==> src/rtl/wehist_pkg.sv <==
// Shared types and constants for the waveform envelope history block.
// Used by the front, queue, back and top-level modules; no dependencies.
`timescale 1ns / 1ps

package wehist_pkg;

    // Input opcodes
    localparam logic [1:0] OP_SAMPLE = 2'd0;
    localparam logic [1:0] OP_LAST   = 2'd1;
    localparam logic [1:0] OP_EMPTY  = 2'd2;
    localparam logic [1:0] OP_READ   = 2'd3;

    // Configuration register indexes
    localparam logic REG_ALPHA     = 1'b0;
    localparam logic REG_DEAD_ZONE = 1'b1;

    localparam logic [15:0] ALPHA_RESET     = 16'd6554;
    localparam logic [14:0] DEAD_ZONE_RESET = 15'd328;

    // Stored value of a zero envelope
    localparam logic [15:0] SILENCE = 16'h8000;

    localparam int QUEUE_DEPTH = 4;
    localparam int QUEUE_AW    = $clog2(QUEUE_DEPTH);

    // Command from front to back: an envelope update with its peak,
    // or a history read with the slot in the low 9 bits.
    typedef struct packed {
        logic        is_read;
        logic [15:0] data;
    } cmd_t;

    typedef struct packed {
        logic full;
        logic empty;
    } fifo_status_t;

endpackage

==> src/rtl/wehist_fifo.sv <==
// Short command queue between the front end and the back end.
// Depends on wehist_pkg for the command type and depth.
`timescale 1ns / 1ps

module wehist_fifo
(
    input  logic                     clk,
    input  logic                     rst_n,
    input  logic                     push,
    input  wehist_pkg::cmd_t         push_cmd,
    input  logic                     pop,
    output wehist_pkg::cmd_t         head_cmd,
    output wehist_pkg::fifo_status_t status
);

    wehist_pkg::cmd_t entries_reg [wehist_pkg::QUEUE_DEPTH];

    logic [wehist_pkg::QUEUE_AW-1:0] wr_ptr_reg;
    logic [wehist_pkg::QUEUE_AW-1:0] rd_ptr_reg;
    logic [wehist_pkg::QUEUE_AW:0]   count_reg;

    assign head_cmd     = entries_reg[rd_ptr_reg];
    assign status.full  = count_reg == (wehist_pkg::QUEUE_AW + 1)'(wehist_pkg::QUEUE_DEPTH);
    assign status.empty = count_reg == '0;

    always_ff @(posedge clk)
    begin
        if (push)
        begin
            entries_reg[wr_ptr_reg] <= push_cmd;
        end
    end

    always_ff @(posedge clk or negedge rst_n)
    begin
        if (!rst_n)
        begin
            wr_ptr_reg <= '0;
            rd_ptr_reg <= '0;
            count_reg  <= '0;
        end
        else
        begin
            if (push)
            begin
                wr_ptr_reg <= wr_ptr_reg + 1'b1;
            end
            if (pop)
            begin
                rd_ptr_reg <= rd_ptr_reg + 1'b1;
            end
            if (push && !pop)
            begin
                count_reg <= count_reg + 1'b1;
            end
            else if (pop && !push)
            begin
                count_reg <= count_reg - 1'b1;
            end
        end
    end

endmodule

==> config.mk <==
export PLATFORM = sky130hd
export DESIGN_NAME = wehist_fifo
export DESIGN_NICKNAME = d
export VERILOG_FILES = /design/src/rtl/wehist_pkg.sv /design/src/rtl/wehist_fifo.sv
export SDC_FILE = /design/constraint.sdc
export NUM_CORES = 1
export LEC_CHECK = 0
export ABC_AREA = 1
export BUFFER_PORTS_ARGS = -buffer_cell sky130_fd_sc_hd__buf_2
export CORE_MARGIN = 2
export CORE_UTILIZATION = 35
export CTS_CLUSTER_SIZE = 40
export DETAILED_ROUTE_END_ITERATION = 10
export SETUP_SLACK_MARGIN = 0.05
export SLEW_MARGIN = 15
export SYNTH_ARGS = -nofsm -noshare
export SYNTH_HDL_FRONTEND = slang
export SYNTH_SLANG_ARGS = --single-unit
==> constraint.sdc <==
create_clock -name clk -period 1.6 [get_ports clk]
set_input_delay 0.32 -clock clk [delete_from_list [all_inputs] [get_ports clk]]
set_output_delay 0.32 -clock clk [all_outputs]
set_load 0.1 [all_outputs]
==> out/results.tsv <==
stage	metric	value	unit
die	DIE AREA	0.009818	mm^2
timing	worst setup margin	-0.2406	ns
worst_setup_path	FF-to-FF Start	count_reg[0]	
global_route	met3 Use GR	3.475	%
timing	count of final setup violators	17	
route	Routed wire per std cell	13.49	um
worst_setup_path	Max stage delay cell, worst path	dfrtp_2	
final_layout	commonest cells after routing, fill and taps aside	edfxtp_1, nand2_1, inv_1	
synth	Mapped Nets	273	
route	Routed Antenna Nets	0	
die	Starting Density	36.11	%
clocking	CTS tree	built	
synth	Synth top area share	64.53	%
clocking	Clock Tree Buf Depth	2	
status	status	complete, but fails checks	
worst_setup_path	FF-to-FF End	count_reg[2]	
timing	Final Slew Violations	0	
global_route	GRT overflow	0	
placed_design	final RePlAce weighted congestion	0.7495	
worst_hold_path	count of cells along the worst hold path	1	
route	vias per cell	4.569	
route	final wirelength	5.572	mm
status	failing checks	setup timing	
final_layout	ratio of cells with drive above 1 in the final layout	31.80	%
worst_setup_path	CP arrival	1.52	ns
synth	synth unique cells	18	
die	Die W	99.09	um
final_layout	antenna cell count	0	
final_layout	max FFs per register	68	
worst_setup_path	FF-to-FF setup slack	0.18	ns
global_route	first-pass GRT wire length	8.949	mm
final_layout	most common cell after layout, fill and taps aside	edfxtp_1	
placed_design	dpl cells	393	
final_layout	area grow syn2layout	29.70	%
timing	Setup Skew	0.004274	ns
timing	Slew @ Worst Pin	0.2525	ns
route	DRT Pass-1 Iters	4	
global_route	largest net degree at the start of global routing	49	
worst_setup_path	crit path capture	head_cmd[10]	
route	initial DRC count	61	
global_route	Most Crowded Layer GR	met2	
timing	Tcrit/Tclk final	115.0	%
timing	Hold Vio Cnt, Final	0	
timing	RSZ-0062 raised after global routing	true	
timing	Slew headroom	83.09	%
synth	Ys Warns	0	
global_route	initial antenna violation count	0	
worst_setup_path	Critical Path Max Stage Delay	0.46	ns
clocking	H-tree depth	3	
worst_setup_path	crit path cell chain	buf_12 -> o211ai_1 -> nand2_2 -> buf_12	
placed_design	port buffer count	39	
worst_hold_path	hold path startpoint	push_cmd[4]	
clocking	Worst-path clk slew	0.08	ns
synth	Post-Synthesis Cell Area	0.003164	mm^2
clocking	worst skew pair latency	0.34	ns
worst_setup_path	critical path startpoint	rd_ptr_reg[0]	
final_layout	Final #Nets	327	
worst_setup_path	worst-path fanout max	24	
worst_setup_path	CP startpoint kind	flop	
flow_run	Max-Cap Viols	0	
worst_setup_path	CP Capture Type	primary output	
worst_setup_path	cells on worst reg2reg path	6	
worst_setup_path	WS Path Type	reg2out	
global_route	GR Util met1	14.96	%
worst_setup_path	Crit path top cell by count	buf_12	
global_route	met2 Use GR	19.80	%
die	die height	99.09	um
timing	f_max	543.3	MHz
die	core area	0.008763	mm^2
worst_hold_path	class of the worst hold path	in2reg	
synth	sequential area share after synthesis	70.07	%
placed_design	pre-CTS WS	0.1033	ns
route	vias	1887	
die	I/O Pins	40	
synth	cell taking the most area after synthesis	edfxtp_1	
clocking	total CTS buffers	9	
global_route	Tot GR Track Use	12.25	%
clocking	clk sinks	75	
die	Core Rows	34	
final_layout	Layout Utilization	46.83	%
worst_setup_path	CP required	1.28	ns
final_layout	Final Non-Filler Cells	413	
timing	Final min period	1.841	ns
synth	FF+latch count, synth	75	
synth	synth top area cells	edfxtp_1, o211ai_1, nand2_1, dfrtp_1, inv_1	
placed_design	DP HPWL	3.636	mm
clocking	CTS root buf	clkbuf_8	
synth	syn_area_per_cell	12.86	um^2
global_route	vias in the first global route	1831	
route	DRC	0	
synth	Synth Instances	246	
[cell usage after synthesis]
master	number
edfxtp_1	68
buf_6	10
dfrtp_1	7
xnor2_1	1
buf_4	1
o211ai_1	33
inv_1	45
nand4_1	1
nor3_1	2
o211ai_2	1
nand2_1	64
clkbuf_2	1
inv_6	1
ha_1	5
nand3_1	1
fa_1	1
o21ai_1	1
xor2_1	3
[routing by layer]
layer	up-vias	wire length, um
met5	-	0
met2	39	2767
li1	942	-
met1	897	2469
met3	9	225
met4	0	110
[repair_timing]
| item | in CTS | in global routing |
|---|---|---|
| gates resized for setup | 3 | 3 |
| hold endpoints to repair | 7 | 0 |
| buffers inserted | 2 | 0 |
| hold buffers | 1 | 0 |
| pin swaps | 10 | 16 |
| cloned | 0 | 1 |
| setup endpoints to repair | 19 | 19 |
[through the flow]
step	setup TNS (ns)	hold slack, ns	instance area (um^2)
after global placement	0	0.1675	3824
after detailed placement	0	0.1694	3824
final	-3.357	0.1848	4104
after global routing	-4.848	0.1626	4104
after floorplan	-0.007672	0.02441	3229
after CTS	-3.483	0.1693	4071
[final cells by class]
cell class / count / area, um^2
clock buffer: 9 / 123.9
sequential: 75 / 2222
timing repair buffer: 55 / 640.6
multi-input combinational: 113 / 711.9
fill: 763 / 4659
tap: 108 / 135.1
inverter: 46 / 177.7
clock inverter: 7 / 92.59
[worst max-delay path, delay by kind of cell, from the launching register on]
kind                   cells  cell delay (ns)
DFF                        1             0.46
buffers and inverters      2             0.35
AOI/OAI and AO/OA          1             0.26
and+or+nand+nor            1             0.10
[cells by family (layout without fill, tap and decap cells)]
logic type | count (synthesis) | in the layout | share of synthesized area [%]
AO/OA/AOI/OAI | 35 | 35 | 8.383
adder cells (fa/ha/maj) | 6 | 6 | 2.610
buffers and inverters | 58 | 117 | 9.569
XOR/XNOR | 4 | 4 | 1.107
flip-flops | 75 | 75 | 70.07
AND/OR/NAND/NOR | 68 | 68 | 8.264
[worst min-delay path by stage]
stage | endpoint
after floorplan | count_reg[0]
after global routing | entries_reg[1][4]
final | entries_reg[1][4]
after global placement | count_reg[0]
after detailed placement | wr_ptr_reg[0]
after CTS | entries_reg[3][13]
Power is left out: the tool's default activity adds up to more than one toggle a clock period on the data nets, which glitch-free logic cannot reach.
