--- src/rtl/wehist_pkg.sv ---
// Shared types and constants for the waveform envelope history block.
// Used by the front, queue, back and top-level modules; no dependencies.
`timescale 1ns / 1ps

package wehist_pkg;

    // Input opcodes
    localparam logic [1:0] OP_SAMPLE = 2'd0;
    localparam logic [1:0] OP_LAST   = 2'd1;
    localparam logic [1:0] OP_EMPTY  = 2'd2;
    localparam logic [1:0] OP_READ   = 2'd3;

    // Configuration register indexes
    localparam logic REG_ALPHA     = 1'b0;
    localparam logic REG_DEAD_ZONE = 1'b1;

    localparam logic [15:0] ALPHA_RESET     = 16'd6554;
    localparam logic [14:0] DEAD_ZONE_RESET = 15'd328;

    // Stored value of a zero envelope
    localparam logic [15:0] SILENCE = 16'h8000;

    localparam int QUEUE_DEPTH = 4;
    localparam int QUEUE_AW    = $clog2(QUEUE_DEPTH);

    // Command from front to back: an envelope update with its peak,
    // or a history read with the slot in the low 9 bits.
    typedef struct packed {
        logic        is_read;
        logic [15:0] data;
    } cmd_t;

    typedef struct packed {
        logic full;
        logic empty;
    } fifo_status_t;

endpackage

--- src/rtl/wehist_front.sv ---
// Front end: averages each stereo pair to mono, tracks the update peak and
// issues update and read commands. Depends on wehist_pkg.
`timescale 1ns / 1ps

module wehist_front
(
    input  logic                clk,
    input  logic                rst_n,
    input  logic                accept,
    input  logic [1:0]          opcode,
    input  logic signed [15:0]  left_sample,
    input  logic signed [15:0]  right_sample,
    input  logic [8:0]          read_slot,
    output logic                push,
    output wehist_pkg::cmd_t    push_cmd
);

    logic signed [16:0] pair_sum;
    logic signed [15:0] mono;
    logic        [15:0] mono_mag;
    logic               new_peak;
    logic        [15:0] peak_mag_reg;
    logic signed [15:0] peak_val_reg;

    // Arithmetic shift of the sum floors toward minus infinity
    assign pair_sum = 17'(left_sample) + 17'(right_sample);
    assign mono     = pair_sum[16:1];
    assign mono_mag = mono[15] ? 16'(-mono) : mono;
    assign new_peak = mono_mag > peak_mag_reg;

    assign push = accept && (opcode != wehist_pkg::OP_SAMPLE);

    always_comb
    begin
        push_cmd = '0;
        unique case (opcode)
            wehist_pkg::OP_SAMPLE:
            begin
                push_cmd = '0;
            end
            wehist_pkg::OP_LAST:
            begin
                push_cmd.is_read = 1'b0;
                push_cmd.data    = new_peak ? mono : peak_val_reg;
            end
            wehist_pkg::OP_EMPTY:
            begin
                push_cmd.is_read = 1'b0;
                push_cmd.data    = '0;
            end
            wehist_pkg::OP_READ:
            begin
                push_cmd.is_read = 1'b1;
                push_cmd.data    = {7'd0, read_slot};
            end
            default:
            begin
                push_cmd = '0;
            end
        endcase
    end

    always_ff @(posedge clk or negedge rst_n)
    begin
        if (!rst_n)
        begin
            peak_mag_reg <= '0;
            peak_val_reg <= '0;
        end
        else if (accept)
        begin
            unique case (opcode) inside
                wehist_pkg::OP_SAMPLE:
                begin
                    if (new_peak)
                    begin
                        peak_mag_reg <= mono_mag;
                        peak_val_reg <= mono;
                    end
                end
                wehist_pkg::OP_LAST, wehist_pkg::OP_EMPTY:
                begin
                    peak_mag_reg <= '0;
                    peak_val_reg <= '0;
                end
                wehist_pkg::OP_READ:
                begin
                    // hold the peak gathered so far
                end
                default:
                begin
                end
            endcase
        end
    end

endmodule

--- config.mk ---
export PLATFORM = sky130hd
export DESIGN_NAME = wehist_front
export DESIGN_NICKNAME = d
export VERILOG_FILES = /design/src/rtl/wehist_pkg.sv /design/src/rtl/wehist_front.sv
export SDC_FILE = /design/constraint.sdc
export NUM_CORES = 1
export LEC_CHECK = 0
export ABC_CLOCK_PERIOD_IN_PS = 5260
export BUFFER_PORTS_ARGS = -buffer_cell sky130_fd_sc_hd__buf_2
export CAP_MARGIN = 40
export CORE_MARGIN = 4
export CORE_UTILIZATION = 45
export DETAILED_ROUTE_END_ITERATION = 12
export PLACE_DENSITY = 0.74
export SLEW_MARGIN = 30
export SYNTH_ARGS = -nofsm -noshare
export SYNTH_HDL_FRONTEND = slang
export SYNTH_SLANG_ARGS = --single-unit
--- constraint.sdc ---
create_clock -name clk -period 5.26 [get_ports clk]
set_input_delay 0.789 -clock clk [delete_from_list [all_inputs] [get_ports clk]]
set_output_delay 0.789 -clock clk [all_outputs]
set_load 0.005 [all_outputs]
==> metrics.cfg <==
[outcome]
status = finished with violations
violations = setup timing

[global_route]
grt_pass1_vias = 3962
overflow = 0
grt_max_degree = 33
antenna_found_initial = 0
grt_usage_pct = 22.0
grt_pass1_wl_um = 17900

[logic_synthesis]
avgSynthCellArea_um2 = 8.43
synth_area_leaders = dfrtp_1 22%, ha_1 12%, a22o_1 5.5%, a21oi_1 5.0%, a21o_1 3.9%
ys_seq_area_share_pct = 21.8
synth_area_leader_cell = dfrtp_1
synth-async-reset-ratio_pct = 100
synth.net_count = 519
synth_edf_count = 0
synthFlopType = dfrtp_1
synth_cell_types = 76
synth_top_area_share_pct = 21.8
ys_warn_count = 0
synth_area_um2 = 3670
synth-seq-cells = 32
synth_cells = 436

[worst_setup_path]
path_common_cell = buf_2
crit_slowest_cell = o31a_1
crit_path_max_incr_delay_ps = 380
startpoint = left_sample[2]
crit_chain = buf_2 -> ha_4 -> and2b_4 -> o31a_1 -> nor3_4 -> o221ai_4 -> buf_12 -> nor4_4 -> nand4_1 -> a21oi_2 -> nor2_2 -> ha_1 -> and4_4 -> and2_4 -> o211ai_1 -> a32oi_2 -> buf_4 -> buf_6 -> mux2_4 -> nor2b_2 -> buf_2
worst-path-max-fanout = 5
cp_data_required_time_ps = 4470
timing_worst_setup_path_type = input pin to output pin
reg2reg_from = peak_mag_reg[10]$_DFFE_PN0P_
crit_arrival_ps = 4840
critPathLaunchType = input pin
cp-end-kind = output pin

[sta]
setup_viol_count_final = 16
report.final.slew_viol_count = 0
period_share_pct = 107
fmax_mhz = 178
period_needed_ps = 5630
rsz0062_at_grt = true
tns_ps = -4980
worst_pin_slew_ps = 675
clock-skew-final_ps = 3.31
maxSlewHeadroom_pct = 55.0
hold_violations = 0
fin_ws_ps = -366

[routing]
drtIter0Drc = 275
vias = 4191
wl_um = 12100
viasPerCell = 5.91
drc = 0
wl_per_cell_um = 17.1
drt_pass1_iterations = 5
antenna_left = 0

[placed_design]
port_buffers = 63
place_hpwl_um = 7820
place.gp.congestion = 0.960
place_area_um2 = 4690

[power]
pwr-share-seq_pct = 20.0
power_leakage_nw = 2.67
power_frac_clock_pct = 11.0
vdd_drop_max_mv = 0.171
p_int_mw = 1.09
p_total_mw = 1.85
pwr-share-comb_pct = 69.1
switching_share_pct = 41.2
powerDensity_nw_per_um2 = 339
p_sw_mw = 0.763

[clocking]
cts-root-buf = clkbuf_8
numClockSinks = 32
clkTransAtPathRegs_ps = 70
cts_max_level = 2
cts_tree = built
cts_buffers = 5
clk_latency_ps = 290
cts_buffer_depth = 2

[layout]
antenna_cells = 0
final_net_count = 689
drive_gt1_share_pct = 48.3
fin_area_um2 = 5470
area_growth_pct = 49.0

[die]
initial_core_util_pct = 46.8
core.rowCount = 32
ios = 64
die_area_um2 = 9670
die_h_um = 98.4
die_w_um = 98.4
fp.coreArea_um2 = 7850

[min_path]
min_path_type = input pin to async pin

[flow_run]
maxCapViolCount = 0

## final cells by class
type,instances,area [µm²]
multi-input cells,349,3010
fillers,572,2370
repair buffers,186,1320
flip-flops and latches,32,801
well taps,102,128
inverters,32,120
clock buffers,8,90.1
## power by group through the flow
| stage | combinational (mW) | sequential (mW) | clock [mW] |
|---|---|---|---|
| floorplan | 0.596 | 0.353 | 0 |
| global placement | 0.905 | 0.363 | 0 |
| detailed placement | 0.939 | 0.363 | 0 |
| CTS | 1.09 | 0.362 | 0.201 |
| global route | 1.38 | 0.376 | 0.214 |
| finish | 1.28 | 0.370 | 0.203 |
## synth_stat cells, types with 3 or more instances
cell,n
a211oi_1,5
o21a_1,4
nand4_1,5
mux2i_1,4
xnor2_1,9
and2_1,3
o211a_1,4
a31oi_1,3
nor2_1,24
inv_1,30
nor2b_1,20
a22oi_1,3
clkbuf_1,11
and3_1,4
nand2b_1,4
a21o_1,19
a22o_1,23
dfrtp_1,32
xor2_1,11
o211ai_2,3
nand2_1,33
nor3_1,7
or2_2,4
a21oi_1,37
o21ai_0,25
a21oi_2,5
buf_2,7
ha_1,36
## layout by cell type (no fill, tap or decap), types with 4 or more instances in the layout
cell type and n:
a21oi_2 15, dfrtp_1 32, nor2b_1 14, a22o_1 23, a21oi_1 24, buf_4 113, ha_1 30, nor3_1 6
nor2b_4 5, nand2b_1 4, inv_2 4, o21ai_1 4, xnor2_1 7, buf_6 9, nand4_1 5, a211oi_2 5
o21a_1 4, clkbuf_8 6, nor2_1 22, buf_2 60, o211a_1 4, a21o_1 19, xor2_1 9, or2_2 4
o21ai_0 21, a22oi_2 4, mux2i_1 4, inv_1 28, nand2_1 31
## layer usage
layer / track usage (%) / wire [µm] / vias up
met4: 7.14 / 450 / 0
li1: - / - / 1934
met5: 0 / 0 / -
met3: 3.21 / 585 / 48
met1: 27.7 / 4840 / 2037
met2: 38.5 / 6220 / 172
## worst max-delay path, delay by kind of cell
kind / cells / cell delay [ps]
multiplexers: 1 / 310
adder cells (fa/ha/maj): 2 / 550
AO/OA/AOI/OAI: 5 / 1180
AND/OR/NAND/NOR: 8 / 1340
buffers and inverters: 5 / 670
## cells by family (layout without fill, tap and decap cells)
group           Yosys count  count (layout)  share of synthesized area [%]
buf+inv                  55             226                           6.54
mux                       6               6                           1.70
xor+xnor                 20              20                           4.77
flops                    32              32                           21.8
simple gates            127             127                           20.3
compound gates          159             159                           32.1
fa+ha+maj                37              37                           12.8
## metrics by stage
step	setup WS, ps	utilization (%)	cells	hold slack, ps
6_report	-366	69.7	709	296
5_1_grt	-559	69.7	709	294
4_1_cts	-291	65.4	696	478
3_5_place_dp	-342	59.7	669	462
3_3_place_gp	-256	59.7	669	455
2_1_floorplan	10.4	-	436	442
## what timing repair did
action | 4_1_cts | 5_1_grt
resized for setup | 49 | 50
cloned | 2 | 0
pin swaps | 23 | 39
buffers inserted | 17 | 13
setup endpoints to repair | 16 | 17
hold buffers | 0 | 0
## worst paths after layout
kind / end / slack (ps) / cells after the start
setup reg to reg: peak_val_reg[15]$_DFFE_PN0P_ / 2490 / 11
hold reg to reg: peak_val_reg[5]$_DFFE_PN0P_ / 480 / 2
hold / removal: peak_mag_reg[2]$_DFFE_PN0P_ / 300 / 1
max in group asynchronous: peak_val_reg[11]$_DFFE_PN0P_ / 4590 / 2
setup / recovery: push_cmd[10] / -370 / 21
min in group clk: peak_val_reg[5]$_DFFE_PN0P_ / 480 / 2
Note: power is estimated with default switching activity, not from simulation.
